[src/mdb_pkg.sv]
// Package for the MDB peripheral responder: payload structs, command codes,
// reply tables and the job descriptor passed from decoder to reply sequencer.
// No dependencies.
package mdb_pkg;

    typedef struct packed {
        logic [1:0] kind;
        logic [8:0] command_word;
        logic [7:0] sub_command;
        logic [7:0] data_two;
        logic [7:0] data_three;
        logic [7:0] data_four;
        logic [7:0] data_five;
        logic [5:0] frame_length;
        logic [15:0] funds;
    } t_in_item;

    typedef struct packed {
        logic [8:0] reply_word;
        logic       last_word;
        logic [2:0] vend_event;
        logic       reader_enabled;
        logic [15:0] request_price;
        logic [15:0] item_number;
    } t_out_item;

    localparam logic [1:0] KIND_FRAME   = 2'd0;
    localparam logic [1:0] KIND_DISPLAY = 2'd1;
    localparam logic [1:0] KIND_BEGIN   = 2'd2;
    localparam logic [1:0] KIND_CANCEL  = 2'd3;

    localparam logic [1:0] REG_BUS_ENABLE = 2'd0;
    localparam logic [1:0] REG_CHANGER    = 2'd1;
    localparam logic [1:0] REG_READER     = 2'd2;

    localparam logic [8:0] ACK_WORD = 9'h100;
    localparam logic [8:0] NAK_WORD = 9'h1FF;

    localparam logic [8:0] CMD_CHG_RESET  = 9'h108;
    localparam logic [8:0] CMD_CHG_SETUP  = 9'h109;
    localparam logic [8:0] CMD_CHG_TUBES  = 9'h10A;
    localparam logic [8:0] CMD_CHG_POLL   = 9'h10B;
    localparam logic [8:0] CMD_CHG_TYPE   = 9'h10C;
    localparam logic [8:0] CMD_CHG_EXP    = 9'h10F;
    localparam logic [8:0] CMD_RDR_RESET  = 9'h110;
    localparam logic [8:0] CMD_RDR_SETUP  = 9'h111;
    localparam logic [8:0] CMD_RDR_POLL   = 9'h112;
    localparam logic [8:0] CMD_RDR_VEND   = 9'h113;
    localparam logic [8:0] CMD_RDR_READER = 9'h114;
    localparam logic [8:0] CMD_RDR_EXP    = 9'h115;
    localparam logic [8:0] CMD_RDR_X117   = 9'h117;

    // Reply programs played by the back end
    typedef enum logic [3:0] {
        SEQ_SHORT,      // up to four literal words, optional checksum
        SEQ_CHG_SETUP,
        SEQ_CHG_IDENT,
        SEQ_CHG_TUBES,
        SEQ_RDR_DISPLAY,
        SEQ_RDR_SETUP,
        SEQ_BEGIN,
        SEQ_X117
    } t_seq;

    typedef struct packed {
        t_seq        seq;
        logic [2:0]  nlit;       // literal words for SEQ_SHORT
        logic [35:0] lits;       // word 0 at [8:0]
        logic        add_sum;
        logic [2:0]  vend_event;
        logic        reader_enabled;
        logic [15:0] request_price;
        logic [15:0] item_number;
        logic [15:0] funds;
    } t_job;

    function automatic logic [7:0] chg_setup_rom(input logic [5:0] i);
        logic [7:0] v;
        case (i)
            6'd0: v = 8'h02; 6'd1: v = 8'h11; 6'd2: v = 8'h52; 6'd3: v = 8'h05;
            6'd6: v = 8'h3E; 6'd7: v = 8'h01; 6'd8: v = 8'h02; 6'd9: v = 8'h0A;
            6'd10: v = 8'h14; 6'd11: v = 8'h14; 6'd12: v = 8'h64;
            default: v = 8'h00;
        endcase
        return v;
    endfunction

    function automatic logic [7:0] chg_ident_rom(input logic [5:0] i);
        logic [7:0] v;
        case (i)
            6'd0: v = 8'h4E; 6'd1: v = 8'h52; 6'd2: v = 8'h49; 6'd3: v = 8'h31;
            6'd4: v = 8'h30; 6'd5: v = 8'h31; 6'd6: v = 8'h30; 6'd7: v = 8'h34;
            6'd8: v = 8'h37; 6'd9: v = 8'h32; 6'd10: v = 8'h34; 6'd11: v = 8'h2D;
            6'd12: v = 8'h31; 6'd13: v = 8'h35; 6'd14: v = 8'h36; 6'd15: v = 8'h43;
            6'd16: v = 8'h32; 6'd17: v = 8'h20; 6'd18: v = 8'h76; 6'd19: v = 8'h36;
            6'd20: v = 8'h20; 6'd21: v = 8'h45; 6'd22: v = 8'h20; 6'd23: v = 8'h20;
            6'd24: v = 8'h33; 6'd25: v = 8'h37; 6'd26: v = 8'h37; 6'd27: v = 8'h09;
            6'd32: v = 8'h0F;
            default: v = 8'h00;
        endcase
        return v;
    endfunction

    function automatic logic [7:0] chg_tubes_rom(input logic [5:0] i);
        logic [7:0] v;
        case (i)
            6'd1: v = 8'h04; 6'd3: v = 8'h07; 6'd4: v = 8'h11; 6'd5: v = 8'h04;
            6'd6: v = 8'h1C; 6'd7: v = 8'h10;
            default: v = 8'h00;
        endcase
        return v;
    endfunction

    function automatic logic [7:0] rdr_display_rom(input logic [5:0] i);
        logic [7:0] v;
        case (i)
            6'd0: v = 8'h02; 6'd1: v = 8'h80;
            6'd2: v = 8'h48; 6'd3: v = 8'h6F; 6'd4: v = 8'h6C; 6'd5: v = 8'h61;
            6'd6: v = 8'h20; 6'd7: v = 8'h44; 6'd8: v = 8'h61; 6'd9: v = 8'h6E;
            6'd10: v = 8'h69; 6'd11: v = 8'h65; 6'd12: v = 8'h6C;
            6'd18: v = 8'h48; 6'd19: v = 8'h6F; 6'd20: v = 8'h6C; 6'd21: v = 8'h61;
            6'd22: v = 8'h20; 6'd23: v = 8'h41; 6'd24: v = 8'h6C; 6'd25: v = 8'h76;
            6'd26: v = 8'h61; 6'd27: v = 8'h72; 6'd28: v = 8'h6F;
            default: v = 8'h21;
        endcase
        return v;
    endfunction

    function automatic logic [7:0] rdr_setup_rom(input logic [5:0] i);
        logic [7:0] v;
        case (i)
            6'd0: v = 8'h01; 6'd1: v = 8'h02; 6'd3: v = 8'h56; 6'd4: v = 8'h01;
            6'd6: v = 8'h0F; 6'd7: v = 8'h03;
            default: v = 8'h00;
        endcase
        return v;
    endfunction

endpackage

[src/mdb_peripheral_responder.sv]
// MDB peripheral responder top level: decoder, job queue, reply sequencer
// and output register. Depends on mdb_pkg, mdb_decoder, mdb_job_queue,
// mdb_sequencer.
//
// Input channel: push/full. Each transaction is a decoded bus frame or a
// host event (display, begin session, cancel session). Host events and
// unanswered frames produce no output. The decoder takes one item per
// cycle whenever the two-entry job queue has room.
// Output channel: empty/pop. A reply runs as 1 to 35 words, one word per
// popped cycle, last_word marking the final word; data replies end with
// 0x100 OR the 8-bit sum of the words before it.
// The first reply word passes the job queue, the sequencer and the output register.
// Throughput: one reply word per cycle while the receiver pops, set by the
// sequencer, which takes a new job only when idle, after a reply's last word.
// Reset (synchronous, i_rst_n low): all three registers read 1, the reader
// reset is pending, the changer reports power-on, queues are emptied.
// When the receiver stalls, the word holds; the queue fills, then full rises.
module mdb_peripheral_responder (
    input  logic                i_clk,
    input  logic                i_rst_n,
    input  logic                push,
    output logic                full,
    input  mdb_pkg::t_in_item   i_in_item,
    output logic                empty,
    input  logic                pop,
    output mdb_pkg::t_out_item  o_out_item,
    input  logic                i_cfg_we,
    input  logic [1:0]          i_cfg_index,
    input  logic                i_cfg_data
);
    import mdb_pkg::*;

    logic r_bus_enable, r_changer_present, r_reader_present;
    logic  q_full, q_empty, seq_take, seq_valid, dec_valid;
    t_job  dec_job, q_job;
    t_out_item seq_item;
    logic  r_out_valid;
    t_out_item r_out;
    logic  seq_ready;

    always_ff @(posedge i_clk) begin
        if (!i_rst_n) begin
            r_bus_enable      <= 1'b1;
            r_changer_present <= 1'b1;
            r_reader_present  <= 1'b1;
        end else if (i_cfg_we) begin
            case (i_cfg_index)
                REG_BUS_ENABLE: r_bus_enable      <= i_cfg_data;
                REG_CHANGER:    r_changer_present <= i_cfg_data;
                REG_READER:     r_reader_present  <= i_cfg_data;
                default:        r_bus_enable      <= r_bus_enable;
            endcase
        end
    end

    assign full = q_full;

    mdb_decoder u_dec (
        .i_clk, .i_rst_n,
        .i_valid(push && !q_full),
        .i_item(i_in_item),
        .i_bus_enable(r_bus_enable),
        .i_changer_present(r_changer_present),
        .i_reader_present(r_reader_present),
        .o_job_valid(dec_valid),
        .o_job(dec_job)
    );

    mdb_job_queue u_q (
        .i_clk, .i_rst_n,
        .i_push(dec_valid), .i_job(dec_job),
        .o_full(q_full), .o_empty(q_empty),
        .i_pop(seq_take), .o_job(q_job)
    );

    mdb_sequencer u_seq (
        .i_clk, .i_rst_n,
        .i_job_valid(!q_empty), .i_job(q_job),
        .o_job_take(seq_take),
        .o_valid(seq_valid), .o_item(seq_item),
        .i_ready(seq_ready)
    );

    // one-word output register
    assign seq_ready = !r_out_valid || pop;

    always_ff @(posedge i_clk) begin
        if (!i_rst_n) begin
            r_out_valid <= 1'b0;
        end else if (seq_ready) begin
            r_out_valid <= seq_valid;
        end
    end

    always_ff @(posedge i_clk) begin
        if (seq_ready && seq_valid) begin
            r_out <= seq_item;
        end
    end

    assign empty      = !r_out_valid;
    assign o_out_item = r_out;

    a_out_hold: assert property (@(posedge i_clk) disable iff (!i_rst_n)
        (r_out_valid && !pop) |=> $stable(r_out)) else $error("output word changed");
    a_reset_empty: assert property (@(posedge i_clk)
        !i_rst_n |=> empty) else $error("output not empty after reset");
    a_full_queue: assert property (@(posedge i_clk) disable iff (!i_rst_n)
        full |-> !q_empty) else $error("full with empty queue");
endmodule

[src/mdb_decoder.sv]
// Front end: classifies each transaction, updates the protocol state and
// emits one reply job per answered frame. Depends on mdb_pkg.
module mdb_decoder (
    input  logic             i_clk,
    input  logic             i_rst_n,
    input  logic             i_valid,
    input  mdb_pkg::t_in_item i_item,
    input  logic             i_bus_enable,
    input  logic             i_changer_present,
    input  logic             i_reader_present,
    output logic             o_job_valid,
    output mdb_pkg::t_job    o_job
);
    import mdb_pkg::*;

    logic r_chg_power_on, r_chg_reset_pend, r_rdr_reset_pend;
    logic r_display_pend, r_begin_pend, r_cancel_pend;
    logic [15:0] r_funds, r_price, r_item;
    logic r_rdr_enable;

    logic n_chg_power_on, n_chg_reset_pend, n_rdr_reset_pend;
    logic n_display_pend, n_begin_pend, n_cancel_pend;
    logic [15:0] n_funds, n_price, n_item;
    logic n_rdr_enable;
    logic  emit;
    t_job  job;

    always_comb begin
        logic [8:0] cmd;
        logic [7:0] sub;
        logic [5:0] len;
        logic       blocked;
        cmd = i_item.command_word;
        sub = i_item.sub_command;
        len = i_item.frame_length;
        n_chg_power_on   = r_chg_power_on;
        n_chg_reset_pend = r_chg_reset_pend;
        n_rdr_reset_pend = r_rdr_reset_pend;
        n_display_pend   = r_display_pend;
        n_begin_pend     = r_begin_pend;
        n_cancel_pend    = r_cancel_pend;
        n_funds          = r_funds;
        n_price          = r_price;
        n_item           = r_item;
        n_rdr_enable     = r_rdr_enable;
        emit             = 1'b0;
        job              = '0;
        job.seq          = SEQ_SHORT;
        blocked = !i_bus_enable || len == 6'd0
            || (cmd inside {[9'h108:9'h10F]} && !i_changer_present)
            || (cmd inside {[9'h110:9'h117]} && !i_reader_present);
        case (i_item.kind)
            KIND_DISPLAY: n_display_pend = 1'b1;
            KIND_BEGIN: begin
                n_begin_pend = 1'b1;
                n_funds = i_item.funds;
            end
            KIND_CANCEL: n_cancel_pend = 1'b1;
            default: begin
                if (!blocked) begin
                    case (cmd)
                        CMD_CHG_RESET: if (len >= 6'd2) begin
                            emit = 1'b1; job.nlit = 3'd1; job.lits[8:0] = ACK_WORD;
                            n_chg_reset_pend = 1'b1;
                        end
                        CMD_CHG_POLL: if (len >= 6'd2) begin
                            emit = 1'b1;
                            if (r_chg_power_on) begin
                                n_chg_power_on = 1'b0;
                                job.nlit = 3'd2; job.lits[17:0] = {CMD_CHG_POLL, 9'h00B};
                            end else if (r_chg_reset_pend) begin
                                n_chg_reset_pend = 1'b0;
                                job.nlit = 3'd2; job.lits[17:0] = {ACK_WORD, 9'h000};
                            end else begin
                                job.nlit = 3'd1; job.lits[8:0] = ACK_WORD;
                            end
                        end
                        CMD_CHG_SETUP: if (len >= 6'd2) begin
                            emit = 1'b1; job.seq = SEQ_CHG_SETUP;
                        end
                        CMD_CHG_EXP: if (len >= 6'd3) begin
                            if (sub == 8'h00) begin
                                emit = 1'b1; job.seq = SEQ_CHG_IDENT;
                            end else if (sub == 8'h01) begin
                                emit = 1'b1; job.nlit = 3'd1; job.lits[8:0] = ACK_WORD;
                            end
                        end
                        CMD_CHG_TUBES: if (len >= 6'd2) begin
                            emit = 1'b1; job.seq = SEQ_CHG_TUBES;
                        end
                        CMD_CHG_TYPE: if (len >= 6'd6) begin
                            emit = 1'b1; job.nlit = 3'd1; job.lits[8:0] = ACK_WORD;
                        end
                        CMD_RDR_RESET: if (len >= 6'd2) begin
                            emit = 1'b1; job.nlit = 3'd1; job.lits[8:0] = ACK_WORD;
                            n_rdr_reset_pend = 1'b1;
                        end
                        CMD_RDR_POLL: if (len >= 6'd2) begin
                            emit = 1'b1;
                            if (r_rdr_reset_pend) begin
                                n_rdr_reset_pend = 1'b0;
                                job.nlit = 3'd2; job.lits[17:0] = {ACK_WORD, 9'h000};
                            end else if (r_display_pend) begin
                                n_display_pend = 1'b0; job.seq = SEQ_RDR_DISPLAY;
                            end else if (r_begin_pend) begin
                                n_begin_pend = 1'b0; job.seq = SEQ_BEGIN;
                            end else if (r_cancel_pend) begin
                                n_cancel_pend = 1'b0;
                                job.nlit = 3'd1; job.lits[8:0] = 9'h004; job.add_sum = 1'b1;
                            end else begin
                                job.nlit = 3'd1; job.lits[8:0] = ACK_WORD;
                            end
                        end
                        CMD_RDR_SETUP: if (len >= 6'd7) begin
                            emit = 1'b1;
                            if (sub == 8'h00) begin
                                job.seq = SEQ_RDR_SETUP;
                            end else begin
                                job.nlit = 3'd1;
                                job.lits[8:0] = (sub == 8'h01) ? ACK_WORD : NAK_WORD;
                            end
                        end
                        CMD_RDR_VEND: begin
                            if (len >= 6'd7 && sub == 8'h00) begin
                                emit = 1'b1;
                                n_price = {i_item.data_two, i_item.data_three};
                                n_item  = {i_item.data_four, i_item.data_five};
                                job.nlit = 3'd3; job.add_sum = 1'b1;
                                job.lits[26:0] = {1'b0, i_item.data_three,
                                                  1'b0, i_item.data_two, 9'h005};
                            end else if (len >= 6'd3 && sub == 8'h01) begin
                                emit = 1'b1; job.nlit = 3'd1; job.lits[8:0] = 9'h006;
                                job.add_sum = 1'b1; job.vend_event = 3'd1;
                            end else if (len >= 6'd5 && sub == 8'h02) begin
                                emit = 1'b1; job.nlit = 3'd1; job.lits[8:0] = ACK_WORD;
                                job.vend_event = 3'd2;
                            end else if (len >= 6'd5 && sub == 8'h03) begin
                                emit = 1'b1; job.nlit = 3'd1; job.lits[8:0] = ACK_WORD;
                                job.vend_event = 3'd3;
                            end else if (len >= 6'd3 && sub == 8'h04) begin
                                emit = 1'b1; job.nlit = 3'd1; job.lits[8:0] = 9'h007;
                                job.add_sum = 1'b1; job.vend_event = 3'd4;
                            end
                        end
                        CMD_RDR_EXP: if (len >= 6'd3) begin
                            if (sub == 8'h00) begin
                                emit = 1'b1; job.nlit = 3'd1; job.lits[8:0] = 9'h00E;
                                job.add_sum = 1'b1;
                            end else if (sub == 8'h01) begin
                                emit = 1'b1; job.nlit = 3'd3; job.add_sum = 1'b1;
                                job.lits[26:0] = {9'h094, 9'h024, 9'h00F};
                            end
                        end
                        CMD_RDR_READER: if (len >= 6'd3) begin
                            emit = 1'b1; job.nlit = 3'd1; job.lits[8:0] = ACK_WORD;
                            n_rdr_enable = (sub != 8'h00);
                        end
                        CMD_RDR_X117: if (len >= 6'd32) begin
                            emit = 1'b1; job.seq = SEQ_X117;
                        end
                        default: emit = 1'b0;
                    endcase
                end
            end
        endcase
        job.reader_enabled = n_rdr_enable;
        job.request_price  = n_price;
        job.item_number    = n_item;
        job.funds          = r_funds;
    end

    always_ff @(posedge i_clk) begin
        if (!i_rst_n) begin
            r_chg_power_on   <= 1'b1;
            r_chg_reset_pend <= 1'b0;
            r_rdr_reset_pend <= 1'b1;
            r_display_pend   <= 1'b0;
            r_begin_pend     <= 1'b0;
            r_cancel_pend    <= 1'b0;
            r_funds          <= '0;
            r_price          <= '0;
            r_item           <= '0;
            r_rdr_enable     <= 1'b0;
        end else if (i_valid) begin
            r_chg_power_on   <= n_chg_power_on;
            r_chg_reset_pend <= n_chg_reset_pend;
            r_rdr_reset_pend <= n_rdr_reset_pend;
            r_display_pend   <= n_display_pend;
            r_begin_pend     <= n_begin_pend;
            r_cancel_pend    <= n_cancel_pend;
            r_funds          <= n_funds;
            r_price          <= n_price;
            r_item           <= n_item;
            r_rdr_enable     <= n_rdr_enable;
        end
    end

    assign o_job_valid = i_valid && emit;
    assign o_job       = job;
endmodule

[src/mdb_job_queue.sv]
// Two-entry queue of reply jobs between decoder and reply sequencer.
// Depends on mdb_pkg.
module mdb_job_queue (
    input  logic          i_clk,
    input  logic          i_rst_n,
    input  logic          i_push,
    input  mdb_pkg::t_job i_job,
    output logic          o_full,
    output logic          o_empty,
    input  logic          i_pop,
    output mdb_pkg::t_job o_job
);
    import mdb_pkg::*;

    t_job r_mem [2];
    logic r_wr, r_rd;
    logic [1:0] r_count;

    always_ff @(posedge i_clk) begin
        if (i_push && !o_full) begin
            r_mem[r_wr] <= i_job;
        end
    end

    always_ff @(posedge i_clk) begin
        if (!i_rst_n) begin
            r_wr <= 1'b0;
            r_rd <= 1'b0;
            r_count <= 2'd0;
        end else begin
            if (i_push && !o_full) begin
                r_wr <= !r_wr;
            end
            if (i_pop && !o_empty) begin
                r_rd <= !r_rd;
            end
            r_count <= r_count + {1'b0, i_push && !o_full} - {1'b0, i_pop && !o_empty};
        end
    end

    assign o_full  = r_count == 2'd2;
    assign o_empty = r_count == 2'd0;
    assign o_job   = r_mem[r_rd];

    a_count_range: assert property (@(posedge i_clk) disable iff (!i_rst_n)
        r_count != 2'd3) else $error("job queue count overflow");
    a_ptr_match: assert property (@(posedge i_clk) disable iff (!i_rst_n)
        (r_count == 2'd0 || r_count == 2'd2) |-> r_wr == r_rd)
        else $error("job queue pointers disagree with count");
    a_no_drop: assert property (@(posedge i_clk) disable iff (!i_rst_n)
        (o_full && !i_pop) |=> o_full) else $error("job queue lost an entry");
endmodule

[src/mdb_sequencer.sv]
// Back end: plays one reply job as a run of words, one per cycle while i_ready
// is high, and appends the running checksum when the job has one. Depends on mdb_pkg.
module mdb_sequencer (
    input  logic              i_clk,
    input  logic              i_rst_n,
    input  logic              i_job_valid,
    input  mdb_pkg::t_job     i_job,
    output logic              o_job_take,
    output logic              o_valid,
    output mdb_pkg::t_out_item o_item,
    input  logic              i_ready
);
    import mdb_pkg::*;

    typedef enum logic [0:0] { ST_IDLE, ST_RUN } t_state;

    t_state     r_state;
    t_job       r_job;
    logic [5:0] r_idx;
    logic [7:0] r_sum;

    logic [5:0] body_len;
    logic [8:0] body_word;
    logic       in_body;
    logic [8:0] word;
    logic       last;
    logic       has_sum;

    always_comb begin
        case (r_job.seq)
            SEQ_CHG_SETUP:   body_len = 6'd13;
            SEQ_CHG_IDENT:   body_len = 6'd33;
            SEQ_CHG_TUBES:   body_len = 6'd18;
            SEQ_RDR_DISPLAY: body_len = 6'd34;
            SEQ_RDR_SETUP:   body_len = 6'd8;
            SEQ_BEGIN:       body_len = 6'd10;
            SEQ_X117:        body_len = 6'd30;
            default:         body_len = {3'd0, r_job.nlit};
        endcase
        has_sum = (r_job.seq != SEQ_SHORT) || r_job.add_sum;
        case (r_job.seq)
            SEQ_CHG_SETUP:   body_word = {1'b0, chg_setup_rom(r_idx)};
            SEQ_CHG_IDENT:   body_word = {1'b0, chg_ident_rom(r_idx)};
            SEQ_CHG_TUBES:   body_word = {1'b0, chg_tubes_rom(r_idx)};
            SEQ_RDR_DISPLAY: body_word = {1'b0, rdr_display_rom(r_idx)};
            SEQ_RDR_SETUP:   body_word = {1'b0, rdr_setup_rom(r_idx)};
            SEQ_BEGIN: begin
                case (r_idx)
                    6'd0: body_word = 9'h003;
                    6'd1: body_word = {1'b0, r_job.funds[15:8]};
                    6'd2: body_word = {1'b0, r_job.funds[7:0]};
                    6'd3: body_word = 9'h001;
                    6'd4: body_word = 9'h002;
                    6'd5: body_word = 9'h003;
                    6'd6: body_word = 9'h004;
                    default: body_word = 9'h000;
                endcase
            end
            SEQ_X117: body_word = (r_idx == 6'd0) ? 9'h009 : 9'h000;
            default:  body_word = r_job.lits[r_idx[1:0]*9 +: 9];
        endcase
        in_body = r_idx < body_len;
        word = in_body ? body_word : {1'b1, r_sum};
        last = in_body ? (!has_sum && r_idx == body_len - 6'd1) : 1'b1;
    end

    assign o_valid    = r_state == ST_RUN;
    assign o_job_take = (r_state == ST_IDLE) && i_job_valid;

    always_comb begin
        o_item.reply_word     = word;
        o_item.last_word      = last;
        o_item.vend_event     = r_job.vend_event;
        o_item.reader_enabled = r_job.reader_enabled;
        o_item.request_price  = r_job.request_price;
        o_item.item_number    = r_job.item_number;
    end

    always_ff @(posedge i_clk) begin
        if (!i_rst_n) begin
            r_state <= ST_IDLE;
            r_idx   <= '0;
            r_sum   <= '0;
        end else begin
            case (r_state)
                ST_IDLE: if (i_job_valid) begin
                    r_job   <= i_job;
                    r_idx   <= '0;
                    r_sum   <= '0;
                    r_state <= ST_RUN;
                end
                ST_RUN: if (i_ready) begin
                    // the low byte of every word played feeds the running checksum
                    r_sum <= r_sum + word[7:0];
                    r_idx <= r_idx + 6'd1;
                    if (last) begin
                        r_state <= ST_IDLE;
                    end
                end
                default: r_state <= ST_IDLE;
            endcase
        end
    end

    a_idx_bound: assert property (@(posedge i_clk) disable iff (!i_rst_n)
        r_state == ST_RUN |-> r_idx <= body_len) else $error("reply index overrun");
    a_hold: assert property (@(posedge i_clk) disable iff (!i_rst_n)
        (o_valid && !i_ready) |=> $stable(r_idx)) else $error("stalled word moved");
    a_take_idle: assert property (@(posedge i_clk) disable iff (!i_rst_n)
        o_job_take |=> r_state == ST_RUN) else $error("job taken but not started");
endmodule
[config.mk]
export PLATFORM = sky130hd
export DESIGN_NAME = mdb_peripheral_responder
export DESIGN_NICKNAME = d
export VERILOG_FILES = /design/src/mdb_pkg.sv /design/src/mdb_peripheral_responder.sv /design/src/mdb_decoder.sv /design/src/mdb_job_queue.sv /design/src/mdb_sequencer.sv
export SDC_FILE = /design/constraint.sdc
export NUM_CORES = 1
export LEC_CHECK = 0
export BUFFER_PORTS_ARGS = -buffer_cell sky130_fd_sc_hd__buf_2
export CAP_MARGIN = 20
export CORE_MARGIN = 4
export CORE_UTILIZATION = 58
export DETAILED_ROUTE_END_ITERATION = 12
export PLACE_DENSITY = 0.77
export SLEW_MARGIN = 0
export SYNTH_ARGS = -nofsm -noshare
export SYNTH_HDL_FRONTEND = slang
export SYNTH_SLANG_ARGS = --single-unit
[constraint.sdc]
create_clock -name i_clk -period 15.4 [get_ports i_clk]
set_clock_uncertainty 0.1 [all_clocks]
set_input_delay 3.08 -clock i_clk [delete_from_list [all_inputs] [get_ports i_clk]]
set_output_delay 3.08 -clock i_clk [all_outputs]
set_load 0.05 [all_outputs]
==> results of run 1 <==
[power by group]
group,switching [uW],leakage [uW],internal (uW)
sequential,55.8,0.00379,1250
combinational,382,0.00286,183
clock,406,0.000694,642
total,845,0.00734,2070
[final cells by class]
cell class              instances  area [sq um]  area share
clock inverters                28           427      0.0219
repair buffers                147           848      0.0435
flip-flops and latches        389         10700       0.548
multi-input cells             867          5900       0.302
clock buffers                  46          1030      0.0530
well taps                     384           480      0.0246
inverters                      37           139     0.00712
[worst reg2reg max path, stage by stage, from the launching register on]
cell and delay, ns:
edfxtp_1 0.89, nand2_1 0.28, a21boi_0 0.22, ha_1 0.36, a2111oi_0 0.46, a21oi_1 0.14
buf_4 0.22, o21ai_0 0.37, ha_1 0.24, inv_1 0.06, fa_1 0.43, nor2b_1 0.12
o21ai_0 0.09, a21boi_0 0.25, o21a_1 0.17, nor3_1 0.05, o31ai_1 0.23
[metrics by stage]
step	worst slack, ns	power, uW	std cells	utilization	area, sq um
final	9.51	2920	1898	0.678	19500
after global routing	9.33	3030	1898	0.678	19500
after CTS	9.27	2930	1894	0.675	19400
after floorplan	6.77	1720	1364	-	17000
after global placement	8.79	1870	1820	0.624	18000
after detailed placement	8.70	1880	1820	0.624	18000
[state kept, by name (all words and copies together), names as in the netlist, 2 cells and up, named ones only]
name and count:
u_seq.r_idx 6, u_dec.r_item 16, u_seq.r_job 45, u_seq.r_sum 8
u_dec.r_funds 16, u_seq.o_item 36, u_q.r_mem 162, u_q.r_count 2
o_out_item 46, u_dec.r_price 16
[path summary, 6_finish.rpt]
path                         from                to  slack [ns]  cells after the start
setup / recovery    i_in_item[68]  u_q.r_mem[0][18]        9.51                      6
hold / removal    u_seq.o_item[1]     o_out_item[1]        0.32                      0
setup reg to reg  u_seq.r_job[93]    u_seq.r_sum[6]       10.62                     16
hold reg to reg   u_seq.o_item[1]     o_out_item[1]        0.32                      0
[kinds of logic after synthesis]
family,Yosys count,synth area share
muxes,125,0.0817
and+or+nand+nor,404,0.114
adders and majority gates,35,0.0261
AOI/OAI and AO/OA,285,0.114
xor gates and xnor gates,18,0.00928
buffers and inverters,108,0.0261
DFF,389,0.629
[per-layer routing]
layer  wire length [um]  vias up  track usage
li1                   -     5315            -
met1              16300     5291        0.328
met2              17600      385        0.370
met3               2060       70       0.0280
met4                867        0       0.0651
met5                  0        -            0
[synth_stat cells (12+ instances only)]
library cell and instances:
nor2_1 51, clkbuf_1 59, o31ai_1 16, o21ai_0 39, mux2i_1 15, nand3_1 30, inv_1 33, ha_1 33
a21boi_0 51, nand2_1 179, a21oi_1 64, dfxtp_1 100, nand2b_1 17, and2_1 15, a211oi_1 14, xnor2_1 12
nor3_1 27, nor2b_1 17, edfxtp_1 289, mux2_2 107
==> impl_summary.txt, run 1 <==
----------------------------------------------------
[Worst setup path]
  Startpoint type of the worst setup path ... input pin
  Crit path buffers/inverters ... 1
  Slowest library cell on the worst path ... nor2b_4
  Data arrival time of the critical path ... 6.07 ns
  Critical setup path kind ... input pin to register
  Maximum fanout count along the critical path ... 32
  Required arrival time at the worst endpoint ... 15.58 ns
  Peak per-stage delay on the critical path ... 0.84 ns
  Crit. End Element ... register
  Family with the most delay on the worst path ... simple AND/OR/NAND/NOR gates
  CP cell instances ... buf_2 > or3_1 > or4_1 > nor3_4 > nor2b_4 > mux2_2

[CTS]
  Number of buffers inserted during clock tree synthesis ... 40
  Number of buffers inserted by hold repair at cts ... 0
  Maximum count of clock buffers along a single path ... 3
  CTS-repair resized insts ... 0
  H-tree levels ... 2
  CTS tree ... done
  Insertion delay of the later-clocked pin in the worst-skew pair ... 0.54 ns
  CTS clock-pin slew for the worst setup and hold paths ... 0.06 ns
  Post-CTS setup buffer count ... 0
  CTS sink count ... 389
  Clock root buffer ... clkbuf_16

[Route]
  Detail Route Antenna Nets ... 0
  Number of vias after detailed routing ... 11.1k
  Average wire per cell in the routed design ... 19.4 um
  DR iter-0 viols ... 891
  Post-route DRC ... 0
  Number of iterations in the first detailed-routing pass ... 6
  Vias per Instance ... 5.83
  Wire length after detailed routing ... 36900 um

[Power and ir drop]
  Static leakage power ... 0.00734 uW
  Power density normalized to cell area ... 149 nW/um^2
  Highest ir drop seen on vdd ... 0.102 mV

[Die]
  Floorplan Core Area ... 28800 sq um
  Die extent in y ... 179 um
  Die area ... 32100 sq um
  Initial standard-cell utilization of the core ... 0.590
  Site row count ... 62
  Overall die width ... 179 um
  Count of boundary I/O pins ... 129

[Synth]
  Sequential fraction of the synthesis area ... 0.629
  Main flop type after synthesis ... edfxtp_1
  Average size of a mapped cell ... 12.5 sq um
  Top-area cell type share of the netlist area ... 0.511
  Gate count of the mapped netlist ... 1364
  Library cell occupying the most area in the post-synthesis netlist ... edfxtp_1
  Number of warnings reported in the yosys synthesis log ... 0
  Most area-consuming cells after synthesis ... edfxtp_1 51%, dfxtp_1 12%, mux2_2 7.1%
  Async SR Flop Fraction ... 0
  Mapped Nets ... 1479
  Number of enable-type register cells in the synthesized netlist ... 289
  Summed instance area of the synthesized netlist ... 17000 sq um
  #FFs+latches synth ... 389
  Distinct cell type count of the synthesized netlist ... 80

[STA]
  RSZ-0062 raised after global routing ... false
  Final critical-path share of the clock period ... 0.382
  Total Neg Setup Slack ... 0 ns
  Shortest period the worst path allows ... 5.89 ns
  Worst Tran Pin Value ... 1.13 ns
  Post-route worst hold slack ... 0.318 ns
  Final-report setup violation count ... 0
  Fin. max-slew vios ... 0
  Number of hold violations in the final report ... 0
  Maximum frequency from static timing analysis ... 0.170 GHz
  Relative slew margins ... 0.249

[Final layout]
  Number of antenna repair diodes ... 0
  Area grow syn2layout ... 14.8%
  Leading cell type in the layout, fill and taps excluded ... edfxtp_1
  Share of cells above drive strength 1 ... 0.221
  Commonest non-fill, non-tap cells in the layout ... 289 x edfxtp_1, 179 x nand2_1, 128 x buf_2
  Number of nets at the end of the flow ... 1597
  Filler cells ... 2034

[Run status]
  Status ... finished clean

[Global route]
  Vias in the first global route ... 10.8k
  Total gr overflow ... 0
  Number of antenna violations at the first check in global routing ... 0
  Maximum number of pins on one net before global-route repair ... 82
  Wire length of the first global-routing pass ... 58000 um
  Global router's overall resource usage ... 0.228

[Placement]
  # port buffers ... 128
  Final weighted congestion of routability-driven global placement ... 0.954
  Total half-perimeter wirelength after legalization and detailed placement ... 23400 um

[Hold path]
  Worst min-delay path category ... register to register

[Job]
  Number of violations of the max-capacitance limit ... 0

----------------------------------------------------
(Power assumes the default switching activity.)
==> inputs of run 2 (changes only) <==
--- a/config.mk
+++ b/config.mk
@@ -5,6 +5,7 @@
 export SDC_FILE = /design/constraint.sdc
 export NUM_CORES = 1
 export LEC_CHECK = 0
+export ABC_AREA = 1
 export BUFFER_PORTS_ARGS = -buffer_cell sky130_fd_sc_hd__buf_2
 export CAP_MARGIN = 20
 export CORE_MARGIN = 4
==> constraint.sdc (replaced) <==
create_clock -name i_clk -period 5.5 [get_ports i_clk]
set_clock_uncertainty 0.1 [all_clocks]
set_input_delay 1.1 -clock i_clk [delete_from_list [all_inputs] [get_ports i_clk]]
set_output_delay 1.1 -clock i_clk [all_outputs]
set_load 0.05 [all_outputs]
==> impl_summary.txt, run 2 <==
----------------------------------------------------
[CTS]
  Number of buffers inserted during clock tree synthesis ... 39
  Clock root buffer ... clkbuf_16
  Number of buffers inserted by hold repair at cts ... 0
  CTS sink count ... 389
  Insertion delay of the later-clocked pin in the worst-skew pair ... 0.54 ns
  Post-CTS setup buffer count ... 0
  CTS-repair resized insts ... 0
  CTS clock-pin slew for the worst setup and hold paths ... 0.06 ns
  Maximum count of clock buffers along a single path ... 3
  H-tree levels ... 2
  CTS tree ... done

[Final layout]
  Number of antenna repair diodes ... 0
  Number of nets at the end of the flow ... 2044
  Register containing the most flip-flops in the final layout ... u_q.r_mem
  Share of the core filled with cells in the final layout ... 0.670
  Share of cells above drive strength 1 ... 0.123
  Commonest non-fill, non-tap cells in the layout ... 553 x nand2_1, 289 x edfxtp_1, 174 x inv_1
  Leading cell type in the layout, fill and taps excluded ... nand2_1
  Max reg flops ... 162
  Area grow syn2layout ... 12.7%

[Global route]
  Vias in the first global route ... 12.7k
  Global router's overall resource usage ... 0.245
  Wire length of the first global-routing pass ... 65500 um
  Grt peak-use layer ... met2
  Number of antenna violations at the first check in global routing ... 0
  Met3 layer usage reported by global route ... 0.0335
  Met1 Use GR ... 0.344
  Met2 usage in global routing ... 0.401
  Maximum number of pins on one net before global-route repair ... 84
  Total gr overflow ... 0

[Route]
  Number of vias after detailed routing ... 12.8k
  Vias per Instance ... 5.46
  Detail Route Antenna Nets ... 0
  Wire length after detailed routing ... 39500 um
  Post-route DRC ... 0
  Average wire per cell in the routed design ... 16.9 um
  DR iter-0 viols ... 1250
  Number of iterations in the first detailed-routing pass ... 5

[Synth]
  Main flop type after synthesis ... edfxtp_1
  Gate count of the mapped netlist ... 1810
  Mapped Nets ... 1925
  Distinct cell type count of the synthesized netlist ... 50
  #FFs+latches synth ... 389
  Number of enable-type register cells in the synthesized netlist ... 289
  Top-area cell type share of the netlist area ... 0.505
  Average size of a mapped cell ... 9.50 sq um
  Cell with the most instances after synthesis ... nand2_1
  Sequential fraction of the synthesis area ... 0.621
  Number of warnings reported in the yosys synthesis log ... 0
  Summed instance area of the synthesized netlist ... 17200 sq um
  Async SR Flop Fraction ... 0
  Most area-consuming cells after synthesis ... edfxtp_1 50%, nand2_1 12%, dfxtp_1 12%
  Top cells by count, synth ... 553 x nand2_1, 289 x edfxtp_1, 177 x inv_1
  Library cell occupying the most area in the post-synthesis netlist ... edfxtp_1

[Power and ir drop]
  Static leakage power ... 0.00848 uW
  Highest ir drop seen on vdd ... 0.255 mV
  Power density normalized to cell area ... 417 nW/um^2

[Placement]
  Final weighted congestion of routability-driven global placement ... 0.930
  Total half-perimeter wirelength after legalization and detailed placement ... 26100 um
  # port buffers ... 128

[STA]
  Maximum frequency from static timing analysis ... 0.205 GHz
  Relative slew margins ... 0.334
  Total Neg Setup Slack ... 0 ns
  Number of hold violations in the final report ... 0
  Worst Tran Pin Value ... 0.999 ns
  RSZ-0062 raised after global routing ... false
  Shortest period the worst path allows ... 4.87 ns
  Final-report setup violation count ... 0
  Final critical-path share of the clock period ... 0.886
  Fin. max-slew vios ... 0

[Worst setup path]
  Crit. End Element ... register
  Most repeated library cell on the critical path ... nand2_1
  Required arrival time at the worst endpoint ... 5.79 ns
  Maximum fanout count along the critical path ... 13
  Family with the most delay on the worst path ... simple AND/OR/NAND/NOR gates
  Length in cells of the worst reg-to-reg path ... 23
  CP cell instances ... inv_1 > nand3_1 > and2_1 > ha_1 > nand2_1 > inv_1 > o21ai_0 > nand2_1 > nor2_1 > clkinv_1 > o21ai_1 > inv_1 > fa_1 > inv_1 > a21oi_1 > o21ai_0 > nand2_1 > nand2_1 > a21oi_1 > nor2_1 > nor2_1 > nand2_1 > a21oi_1
  Total number of cells along the worst setup path ... 23
  Critical setup path kind ... register to register
  Slowest library cell on the worst path ... nor2_1
  Startpoint type of the worst setup path ... register
  Data arrival time of the critical path ... 5.17 ns
  Crit path buffers/inverters ... 5
  Peak per-stage delay on the critical path ... 0.55 ns

[Die]
  Overall die width ... 180 um
  Die area ... 32500 sq um
  Floorplan Core Area ... 28900 sq um
  Die extent in y ... 180 um
  Site row count ... 62
  Count of boundary I/O pins ... 129
  Initial standard-cell utilization of the core ... 0.594

[Hold path]
  Worst min-delay path category ... register to register
  Number of cells on the worst hold path ... 0

[Run status]
  Status ... finished clean

[Job]
  Number of violations of the max-capacitance limit ... 0

----------------------------------------------------
run 2: cell types whose count changed in the layout (fill, tap and decap cells not counted), sizes merged, moves of 18 or more:
cell,change
nand2,+386
inv,+148
nor2,+135
mux2,-110
nand3,+91
o21ai,+61
a21boi,-54
nor2b,-18
run 2: path summary, 6_finish.rpt:
path	to	slack, ns	start
worst max register to register	u_seq.r_sum[6]	0.63	u_seq.r_job[94]
worst max-delay path	u_seq.r_sum[6]	0.63	u_seq.r_job[94]
worst min register to register	o_out_item[24]	0.32	u_seq.o_item[24]
worst min-delay path	o_out_item[24]	0.32	u_seq.o_item[24]
run 2: cell families after synthesis:
family          Yosys count  synth area share
simple gates            915             0.223
flops                   389             0.621
buf+inv                 248            0.0585
compound gates          220            0.0701
fa+ha+maj                34            0.0252
xor+xnor                  4           0.00204
run 2: metrics by stage:
stage	setup slack, ns	std cells	hold slack [ns]	total power [uW]	instance area (sq um)
finish	0.625	2344	0.318	8080	19400
global route	0.0610	2344	0.320	8500	19400
CTS	0.711	2344	0.314	8130	19400
detailed placement	0.711	2272	0.305	5600	18100
global placement	0.870	2272	0.301	5550	18100
floorplan	0.0898	1810	0.300	5060	17200
run 2: layout make-up:
cell class	count	area, sq um
clock buffer	61	1110
clock inverter	11	120
fill	2263	9560
inverter	188	709
multi-input combinational	1173	5520
sequential	389	10700
tap	384	480
timing repair buffer	138	753
run 2: worst register-to-register path, cell delays in order, from the launching register on:
cell	delay, ns
edfxtp_1	0.45
inv_1	0.34
nand3_1	0.31
and2_1	0.26
ha_1	0.32
nand2_1	0.07
inv_1	0.05
o21ai_0	0.07
nand2_1	0.07
nor2_1	0.55
clkinv_1	0.47
o21ai_1	0.33
inv_1	0.10
fa_1	0.41
inv_1	0.10
a21oi_1	0.07
o21ai_0	0.20
nand2_1	0.10
nand2_1	0.07
a21oi_1	0.07
nor2_1	0.09
nor2_1	0.05
nand2_1	0.06
a21oi_1	0.05
run 2: power by group:
group	internal (uW)	switching, uW
sequential	3590	136
clock	1450	1090
combinational	455	1370
total	5490	2590
run 2: per-layer routing:
layer / share of wire / vias to the layer above / wire (um)
met5: 0 / - / 0
met4: 0.027 / 0 / 1050
met3: 0.065 / 82 / 2570
met2: 0.47 / 454 / 18500
met1: 0.44 / 5994 / 17400
li1: - / 6260 / -
==> inputs of run 3 (changes only) <==
--- a/config.mk
+++ b/config.mk
@@ -5,7 +5,7 @@
 export SDC_FILE = /design/constraint.sdc
 export NUM_CORES = 1
 export LEC_CHECK = 0
-export ABC_AREA = 1
+export ABC_AREA = 0
 export BUFFER_PORTS_ARGS = -buffer_cell sky130_fd_sc_hd__buf_2
 export CAP_MARGIN = 20
 export CORE_MARGIN = 4
==> impl_summary.txt, run 3 (same netlist as run 1, synthesis figures left out) <==
----------------------------------------------------
[Power and ir drop]
  Static leakage power ... 0.00726 uW
  Total internal power ... 5370 uW
  Power density normalized to cell area ... 398 nW/um^2
  Combinational fraction of design power ... 0.202
  Switching Power ... 2300 uW
  Sequential share of power ... 0.478
  Switching share of total power ... 0.300
  Proportion of power drawn by the clock network ... 0.320
  Highest ir drop seen on vdd ... 0.270 mV

[Worst setup path]
  First element of the critical path ... u_seq.r_job[93]
  Data arrival time of the critical path ... 5.08 ns
  Crit. End Element ... register
  Worst R2R Start ... u_seq.r_job[93]
  Critical setup path kind ... register to register
  Maximum fanout count along the critical path ... 24
  Worst reg2reg path endpoint ... u_seq.r_sum[6]
  Length in cells of the worst reg-to-reg path ... 16
  Register-to-register setup slack ... 0.75 ns
  Startpoint type of the worst setup path ... register
  Required arrival time at the worst endpoint ... 5.83 ns

[Hold path]
  Worst Hold Endpoint ... o_out_item[8]
  Start point of the worst min-delay path ... u_seq.o_item[8]
  Number of cells on the worst hold path ... 0
  Worst min-delay path category ... register to register

[Global route]
  Vias in the first global route ... 10.9k
  Met1 Use GR ... 0.325
  Wire length of the first global-routing pass ... 58200 um
  Global router's overall resource usage ... 0.229
  Total gr overflow ... 0
  Maximum number of pins on one net before global-route repair ... 69
  Met3 layer usage reported by global route ... 0.0304
  Number of antenna violations at the first check in global routing ... 0
  Met2 usage in global routing ... 0.373
  Grt peak-use layer ... met2

[Final layout]
  Number of nets at the end of the flow ... 1603
  Layout Cells excl Fill ... 1902
  Register containing the most flip-flops in the final layout ... u_q.r_mem
  Share of cells above drive strength 1 ... 0.219
  Max reg flops ... 162
  Number of antenna repair diodes ... 0
  Leading cell type in the layout, fill and taps excluded ... edfxtp_1
  Area grow syn2layout ... 13.5%
  Final non-filler cell area ... 19300 sq um
  Commonest non-fill, non-tap cells in the layout ... 289 x edfxtp_1, 179 x nand2_1, 128 x buf_2

[Die]
  Overall die width ... 179 um
  Initial standard-cell utilization of the core ... 0.590
  Floorplan Core Area ... 28800 sq um
  Count of boundary I/O pins ... 129
  Site row count ... 62
  Die extent in y ... 179 um
  Die area ... 32100 sq um

[CTS]
  Clock root buffer ... clkbuf_16
  CTS-repair resized insts ... 0
  Insertion delay of the later-clocked pin in the worst-skew pair ... 0.53 ns
  CTS sink count ... 389
  Post-CTS setup buffer count ... 0
  Maximum count of clock buffers along a single path ... 3
  CTS tree ... done
  Number of buffers inserted by hold repair at cts ... 0
  CTS clock-pin slew for the worst setup and hold paths ... 0.06 ns
  H-tree levels ... 2
  Number of buffers inserted during clock tree synthesis ... 39

[STA]
  Worst Tran Pin Value ... 0.997 ns
  Shortest period the worst path allows ... 4.75 ns
  Final-report setup violation count ... 0
  Fin. max-slew vios ... 0
  RSZ-0062 raised after global routing ... false
  Number of hold violations in the final report ... 0
  Relative slew margins ... 0.333
  Maximum frequency from static timing analysis ... 0.210 GHz
  Final WS setup ... 0.748 ns
  Final critical-path share of the clock period ... 0.864

[Run status]
  Status ... finished clean

[Route]
  Average wire per cell in the routed design ... 19.3 um
  DR iter-0 viols ... 921
  Wire length after detailed routing ... 36800 um
  Detail Route Antenna Nets ... 0
  Number of iterations in the first detailed-routing pass ... 5
  Vias per Instance ... 5.90
  Number of vias after detailed routing ... 11.2k
  Post-route DRC ... 0

[Job]
  Number of violations of the max-capacitance limit ... 0

[Placement]
  Place WS ... 0.631 ns
  Total half-perimeter wirelength after legalization and detailed placement ... 24500 um
  Number of placed cells counting well taps ... 1829
  Final weighted congestion of routability-driven global placement ... 0.914
  Post-detailed-placement cell area ... 18100 sq um
  # port buffers ... 128

----------------------------------------------------
run 3: cell types whose count changed in the layout (fill, tap and decap cells not counted), moves of 17 or more:
cell / delta
nand2b_1: +17
mux2_2: +107
nor2b_1: +17
o21ai_1: -32
nand3_1: -89
nand2_1: -374
nor2_1: -120
o21ai_0: -27
inv_1: -141
a21boi_0: +51
run 3: through the flow:
step                      setup TNS [ns]   util  power [uW]  hold slack (ns)
after global routing                   0  0.670        8010            0.323
after global placement                 0  0.628        5250            0.300
after detailed placement               0  0.628        5270            0.305
after floorplan                  -186.27      -        4820            0.300
final                                  0  0.670        7680            0.319
after CTS                              0  0.669        7730            0.320
run 3: area by class of cell:
| cell class | count | area, sq um |
|---|---|---|
| Clock inverter | 18 | 130 |
| Timing Repair Buffer | 154 | 891 |
| Inverter | 37 | 139 |
| Tap cell | 384 | 480 |
| Fill cell | 2075 | 9500 |
| Clock buffer | 53 | 1070 |
| Multi-Input combinational cell | 867 | 5890 |
| Sequential cell | 389 | 10700 |
run 3: layer usage:
layer	vias to the layer above	routed length (um)
met5	-	0
met4	0	991
met3	68	2310
met2	440	17600
met1	5398	15900
li1	5316	-
run 3: how the worst max path moves through the flow:
stage                     depth (start not counted)  slack (ns)              end
after floorplan                                   7       -1.15  u_q.r_mem[0][0]
after detailed placement                         16        0.63   u_seq.r_sum[7]
final                                            16        0.75   u_seq.r_sum[6]
after global placement                           17        0.90   u_seq.r_sum[6]
after global routing                             16        0.19   u_seq.r_sum[6]
after CTS                                        16        0.61   u_seq.r_sum[7]
run 3: power groups by stage:
stage               combinational [uW]  sequential, uW  clock (uW)
finish                            1550            3670        2460
global route                      1680            3700        2640
CTS                               1550            3670        2500
detailed placement                1540            3730           0
global placement                  1530            3720           0
floorplan                          933            3880           0
run 3: critical path, cell delays in order, from the launching register on:
cell,delay (ns)
edfxtp_1,0.88
nand2_1,0.27
a21boi_0,0.21
ha_1,0.36
a2111oi_0,0.37
a21oi_1,0.31
buf_4,0.26
o21ai_0,0.23
ha_1,0.22
inv_1,0.06
fa_1,0.44
nor2b_1,0.13
o21ai_0,0.10
a21boi_0,0.25
o21a_1,0.17
nor3_1,0.05
o31ai_1,0.25
